<file path="src/hw/rtl/arrival_time_priority_queue_assert.svh">
// Assertion macros for the arrival-time priority queue.
`ifndef ARRIVAL_TIME_PRIORITY_QUEUE_ASSERT_SVH
`define ARRIVAL_TIME_PRIORITY_QUEUE_ASSERT_SVH
`ifndef ASSERT_OFF
// Check a property on every clock edge outside reset.
`define ATPQ_ASSERT(lbl, clk, rst_n, prop, msg) \
    lbl: assert property (@(posedge clk) disable iff (!rst_n) prop) else $error(msg);
// Check a property on every clock edge, reset included.
`define ATPQ_ASSERT_ALWAYS(lbl, clk, prop, msg) \
    lbl: assert property (@(posedge clk) prop) else $error(msg);
`else
`define ATPQ_ASSERT(lbl, clk, rst_n, prop, msg)
`define ATPQ_ASSERT_ALWAYS(lbl, clk, prop, msg)
`endif
`endif

</file>
<file path="src/hw/rtl/atpq_pkg.sv">
// Types and constants shared by the arrival-time priority queue.
package atpq_pkg;

    localparam int KEY_W    = 32;
    localparam int HANDLE_W = 16;
    localparam int COUNT_W  = 5;

    // Operation codes of an input word
    localparam logic KIND_ADD    = 1'b0;
    localparam logic KIND_REMOVE = 1'b1;

    typedef enum logic [1:0] {
        STAT_OK    = 2'd0,
        STAT_FULL  = 2'd1,
        STAT_EMPTY = 2'd2
    } t_status;

    typedef struct packed {
        logic                kind;
        logic [KEY_W-1:0]    arrival_time;
        logic [HANDLE_W-1:0] track_handle;
    } t_in;

    typedef struct packed {
        logic                head_valid;
        logic [KEY_W-1:0]    head_time;
        logic [HANDLE_W-1:0] head_handle;
        logic [COUNT_W-1:0]  entry_count;
        t_status             status;
    } t_out;

    // One stored track
    typedef struct packed {
        logic [KEY_W-1:0]    key;
        logic [HANDLE_W-1:0] handle;
    } t_slot;

    // Command broadcast to every cell
    typedef struct packed {
        logic ins;
        logic pop;
    } t_cell_cmd;

endpackage

</file>
<file path="src/hw/rtl/arrival_time_priority_queue.sv">
// Top level of the arrival-time priority queue: cell chain, count and result register.
// Usage:
//   Input channel (i_valid / o_ready / i_data) carries one word per operation:
//   add a track (kind 0, with arrival time and handle) or remove the head (kind 1).
//   Output channel (o_valid / i_ready / o_data) returns exactly one result word
//   per input word: head after the operation, entry count and status.
//   The result is registered and valid in the cycle after the input word is accepted.
//   Throughput: one word per cycle while the receiver keeps taking results; every cell
//   of the chain compares its key against the new key in parallel and shifts or holds.
//   o_ready is high while the result register is empty or being drained, so a
//   stalled receiver blocks new input only once a result is waiting.
//   An add to a full queue returns status 1 and leaves the queue unchanged;
//   a remove on an empty queue returns status 2 and all-zero head fields.
//   Equal arrival times leave in the order they were added.
//   Reset clears the entry count and the result valid flag; the queue is
//   empty and ready once reset is released.
//   entry_count reports the low 5 bits of the count.
module arrival_time_priority_queue #(
    parameter int DEPTH = 16
) (
    input  logic            i_clk,
    input  logic            i_rst_n,
    input  logic            i_valid,
    output logic            o_ready,
    input  atpq_pkg::t_in   i_data,
    output logic            o_valid,
    input  logic            i_ready,
    output atpq_pkg::t_out  o_data
);

`include "arrival_time_priority_queue_assert.svh"

    localparam int CW = $clog2(DEPTH + 1);

    logic                 w_acc;
    logic                 w_full;
    logic                 w_empty;
    atpq_pkg::t_cell_cmd  w_cmd;
    atpq_pkg::t_slot      w_new;
    atpq_pkg::t_slot      w_slot [DEPTH];
    atpq_pkg::t_slot      w_next [DEPTH];
    logic [DEPTH-1:0]     w_keep;
    atpq_pkg::t_status    w_status;
    logic [CW-1:0]        r_count;
    logic [CW-1:0]        n_count;
    logic                 r_out_valid;
    atpq_pkg::t_out       r_out;
    atpq_pkg::t_out       n_out;

    // Accept a word whenever the result register is free or draining
    assign o_ready = !r_out_valid || i_ready;
    assign w_acc   = i_valid && o_ready;
    assign w_full  = (r_count == CW'(DEPTH));
    assign w_empty = (r_count == '0);

    assign w_new.key    = i_data.arrival_time;
    assign w_new.handle = i_data.track_handle;

    // Broadcast the operation to the chain
    assign w_cmd.ins = w_acc && (i_data.kind == atpq_pkg::KIND_ADD) && !w_full;
    assign w_cmd.pop = w_acc && (i_data.kind == atpq_pkg::KIND_REMOVE) && !w_empty;

    // Build the chain of cells
    for (genvar g = 0; g < DEPTH; g++) begin : g_cell
        atpq_pkg::t_slot w_prev;
        atpq_pkg::t_slot w_nbr;
        logic            w_prev_keep;

        if (g == 0) begin : g_first
            assign w_prev      = '0;
            assign w_prev_keep = 1'b1;
        end else begin : g_mid
            assign w_prev      = w_slot[g-1];
            assign w_prev_keep = w_keep[g-1];
        end

        if (g == DEPTH - 1) begin : g_last
            assign w_nbr = '0;
        end else begin : g_inner
            assign w_nbr = w_slot[g+1];
        end

        atpq_cell u_cell (
            .i_clk       (i_clk),
            .i_cmd       (w_cmd),
            .i_occ       (CW'(g) < r_count),
            .i_new       (w_new),
            .i_prev      (w_prev),
            .i_prev_keep (w_prev_keep),
            .i_next      (w_nbr),
            .o_slot      (w_slot[g]),
            .o_keep      (w_keep[g]),
            .o_next_slot (w_next[g])
        );
    end

    // Advance the count and classify the word
    always_comb begin
        n_count  = r_count;
        w_status = atpq_pkg::STAT_OK;
        priority if (w_cmd.ins) begin
            n_count = r_count + CW'(1);
        end else if (w_cmd.pop) begin
            n_count = r_count - CW'(1);
        end else if (w_acc && (i_data.kind == atpq_pkg::KIND_ADD)) begin
            w_status = atpq_pkg::STAT_FULL;
        end else if (w_acc) begin
            w_status = atpq_pkg::STAT_EMPTY;
        end else begin
            // hold the count when no word is taken
            n_count = r_count;
        end
    end

    // Form the result word from the head cell's next content
    always_comb begin
        n_out.head_valid  = (n_count != '0);
        n_out.head_time   = (n_count != '0) ? w_next[0].key : '0;
        n_out.head_handle = (n_count != '0) ? w_next[0].handle : '0;
        n_out.entry_count = atpq_pkg::COUNT_W'(n_count);
        n_out.status      = w_status;
    end

    always_ff @(posedge i_clk) begin
        if (!i_rst_n) begin
            r_count     <= '0;
            r_out_valid <= 1'b0;
        end else begin
            r_count <= n_count;
            if (w_acc) begin
                r_out_valid <= 1'b1;
            end else if (i_ready) begin
                r_out_valid <= 1'b0;
            end
        end
    end

    // Load the result payload with each accepted word
    always_ff @(posedge i_clk) begin
        if (w_acc) begin
            r_out <= n_out;
        end
    end

    assign o_valid = r_out_valid;
    assign o_data  = r_out;

    `ATPQ_ASSERT(a_count_bound, i_clk, i_rst_n, r_count <= CW'(DEPTH), "count above depth")
    `ATPQ_ASSERT(a_add_grows, i_clk, i_rst_n, w_cmd.ins |=> (r_count == $past(r_count) + CW'(1)), "add did not grow count")
    `ATPQ_ASSERT(a_full_reject, i_clk, i_rst_n, (w_acc && w_full && (i_data.kind == atpq_pkg::KIND_ADD)) |=> (o_data.status == atpq_pkg::STAT_FULL && $stable(r_count)), "full add not rejected")
    `ATPQ_ASSERT(a_head_sorted, i_clk, i_rst_n, (r_count >= CW'(2)) |-> (w_slot[0].key <= w_slot[1].key), "head out of order")

endmodule

</file>
<file path="src/hw/rtl/atpq_cell.sv">
// One storage cell of the sorted track chain.
module atpq_cell (
    input  logic                i_clk,
    input  atpq_pkg::t_cell_cmd i_cmd,
    input  logic                i_occ,
    input  atpq_pkg::t_slot     i_new,
    input  atpq_pkg::t_slot     i_prev,
    input  logic                i_prev_keep,
    input  atpq_pkg::t_slot     i_next,
    output atpq_pkg::t_slot     o_slot,
    output logic                o_keep,
    output atpq_pkg::t_slot     o_next_slot
);

    atpq_pkg::t_slot r_slot;
    atpq_pkg::t_slot n_slot;

    // Hold while occupied by a track that is earlier or equal to the new one
    assign o_keep = i_occ && (r_slot.key <= i_new.key);

    // Pick the next content: hold, take the new track, shift down or shift up
    always_comb begin
        n_slot = r_slot;
        if (i_cmd.ins) begin
            if (o_keep) begin
                n_slot = r_slot;
            end else if (i_prev_keep) begin
                n_slot = i_new;
            end else begin
                n_slot = i_prev;
            end
        end else if (i_cmd.pop) begin
            n_slot = i_next;
        end
    end

    always_ff @(posedge i_clk) begin
        r_slot <= n_slot;
    end

    assign o_slot      = r_slot;
    assign o_next_slot = n_slot;

endmodule

</file>
<file path="config.mk">
export PLATFORM = sky130hd
export DESIGN_NAME = arrival_time_priority_queue
export DESIGN_NICKNAME = d
export VERILOG_FILES = /design/src/hw/rtl/atpq_pkg.sv /design/src/hw/rtl/arrival_time_priority_queue.sv /design/src/hw/rtl/atpq_cell.sv
export VERILOG_INCLUDE_DIRS = /design/src /design/src/hw/rtl
export SDC_FILE = /design/constraint.sdc
export NUM_CORES = 2
export LEC_CHECK = 0
export ABC_AREA = 1
export BUFFER_PORTS_ARGS = -buffer_cell sky130_fd_sc_hd__buf_2
export CAP_MARGIN = 20
export CORE_UTILIZATION = 60
export CTS_CLUSTER_SIZE = 12
export DETAILED_ROUTE_END_ITERATION = 7
export PLACE_DENSITY = 0.77
export SLEW_MARGIN = 20
export SYNTH_ARGS = -nofsm -noshare
export SYNTH_HDL_FRONTEND = slang
export SYNTH_HIERARCHICAL = 1
export SYNTH_SLANG_ARGS = --single-unit
</file>
<file path="constraint.sdc">
create_clock -name i_clk -period 4.2 [get_ports i_clk]
set_input_delay 0.21 -clock i_clk [delete_from_list [all_inputs] [get_ports i_clk]]
set_output_delay 0.21 -clock i_clk [all_outputs]
set_load 0.1 [all_outputs]
</file>
==> out/metrics.csv <==
metric,value,unit
status,finished with violations,
failing checks,antenna rules,
mapped cell area,0.0667,sq mm
CTS tree,done,
PwrDens,695,mW/mm^2
Comb power frac,48.3,%
Setup Skew,0.0181,ns
cts bufs inserted,100,
CP Max Fanout,49,
pin count of the biggest net entering global routing,236,
worst min path class,input port to register,
Die H,335,microns
Clock Sinks,830,
Post-DP HPWL,131000,microns
wire per inst,15.1,microns
Port Buffers,110,
Fin. Hold Viols,0,
via count,66500,
period utilisation layout,79.1,%
WP data required,4.65,ns
Worst-path clk slew,0.06,ns
crit path from,r_count[1]$_SDFF_PN0_,
Max Cap Violations,0,
CTS root buf,clkbuf_16,
Mapped Cells,10700,
first-pass GRT wire length,299000,microns
Reg2Reg Launch Point,r_count[1]$_SDFF_PN0_,
Core Area,0.109,sq mm
initial antenna violation count,1,
drt first pass iters,8,
Tmin final,3.32,ns
Internal Power,26.5,mW
RSZ-0062 raised after global routing,no,
nets,11000,
Worst Slack Setup Final,0.878,ns
Row Count,121,
WHS,0.114,ns
FMAX,0.301,GHz
sequential share of power,32.4,%
worst rel slew slack,26.7,%
Global Route Usage Sum,31.1,%
Worst Setup End Kind,register,
Routed WL,181000,microns
critical path type,register to register,
Die W,335,microns
DRC Markers,0,
area delta synth->final,6.45,%
CTS Buffer Depth,3,
Syn Area/Cell,6.22,sq um
CP Data Arrival Time,3.77,ns
die area,0.112,sq mm
Ports,111,
Initial Utilization,60.9,%
routed vias/inst,5.55,
H-tree depth,3,
vias in the first global route,60900,
Hold Crit Start,i_valid,
DP Worst Slack,0.631,ns
Worst-Margin Slew,1.10,ns
Peak VDD IR,0.454,mV
Synth Warn #,6,
final RePlAce weighted congestion,0.883,
sum of negative setup slack,0,ns
sw frac,46.2,%
leak pwr,36.1,nW
GRT overflow,0,
Routed Antenna Nets,1,
Post-CTS Setup Inserts,0,
Clk pwr share,19.2,%
worst skew pair latency,0.70,ns
DR iter-0 viols,5721,
sw power,22.8,mW
Slew Limit Fails,0,
CP startpoint kind,register,
layout cells sized above 1,4.98,%
Final setup viols,0,
==> registers in the layout, summed over array words and instances, names as in the netlist <==
| register | cells |
|---|---|
| o_data | 56 |
| r_count | 5 |
| o_valid | 1 |
| g_cell.u_cell/o_slot | 768 |
==> power by group through the flow <==
stage / sequential (mW) / combinational (mW) / clock, mW
after floorplan: 15.3 / 19.0 / 0
after global placement: 15.9 / 22.6 / 0
after detailed placement: 16.0 / 23.5 / 0
after CTS: 15.9 / 23.7 / 9.63
after global routing: 16.5 / 27.5 / 9.91
final: 16.0 / 23.8 / 9.50
==> layout by cell type (no fill, tap or decap), types with 3 or more instances in the layout <==
cell type,instances
buf_12,37
inv_2,45
o21ai_4,5
dfxtp_1,773
dlygate4sd3_1,4
nand4_1,32
ha_1,516
nand2_4,14
bufinv_16,16
nand3_2,6
diode_2,6
edfxtp_1,56
clkbuf_16,103
nand2_1,2692
conb_1,97
inv_1,1440
nor2_1,192
clkinvlp_4,3
nand2_2,48
a21o_1,18
o21ai_0,1298
mux2i_1,272
clkbuf_8,19
buf_2,110
o21a_1,16
xor2_1,3
nor2_2,3
clkbuf_1,17
nand3_1,1579
a21oi_1,981
clkinv_2,24
buf_4,80
==> what timing repair did <==
action                                 in CTS  in global routing
hold buffers                                4                  0
endpoints found under the hold margin       7                  0
resized for setup                           0                  0
==> worst paths after layout <==
check,slack (ns),end,depth (start not counted)
worst max-delay path,0.88,o_data[16]$_SDFFCE_PN0N_,13
worst min-delay path,0.11,r_count[1]$_SDFF_PN0_,7
worst max register to register,0.88,o_data[16]$_SDFFCE_PN0N_,13
worst min register to register,0.47,g_cell[14].u_cell/o_slot[6]$_DFF_P_,2
==> worst max-delay path, cell delays in order, from the launching register on <==
cell and delay (ns):
dfxtp_1 0.46, inv_1 0.24, ha_1 0.28, nand2_1 0.13
nor2_4 0.07, nor2_8 0.69, inv_2 0.15, nand2_1 0.13
nand2_1 0.10, nor2_2 0.10, nand3_2 0.13, buf_4 0.32
nand2_1 0.16, inv_1 0.05
==> final cells by class <==
class,count,area (sq um)
Sequential cell,830,17200
Multi-Input combinational cell,7779,40900
Clock buffer,139,2900
Clock inverter,49,681
Timing Repair Buffer,231,1930
Inverter,1486,5580
Antenna cell,6,15.0
Fill cell,10100,38500
Tap cell,1476,1850
==> through the flow <==
| step | cells | total power, mW | cell area [sq um] | util (%) |
|---|---|---|---|---|
| after floorplan | 10800 | 34.2 | 67100 | - |
| after global placement | 11800 | 38.4 | 67400 | 61.5 |
| after detailed placement | 11800 | 39.5 | 67400 | 61.5 |
| after CTS | 12000 | 49.2 | 71000 | 64.8 |
| after global routing | 12000 | 54.0 | 71000 | 64.9 |
| final | 12000 | 49.3 | 71000 | 64.9 |
==> per-layer routing <==
layer | wire [microns] | GRT usage (%) | share of wire [%] | vias up
met3 | 9390 | 2.84 | 5.2 | 288
met4 | 6280 | 11.7 | 3.5 | 0
met5 | 0 | 0 | 0 | -
met2 | 82600 | 52.4 | 46 | 1807
li1 | - | - | - | 34500
met1 | 82500 | 41.1 | 46 | 29900
Power figures use the tool's default switching activity.
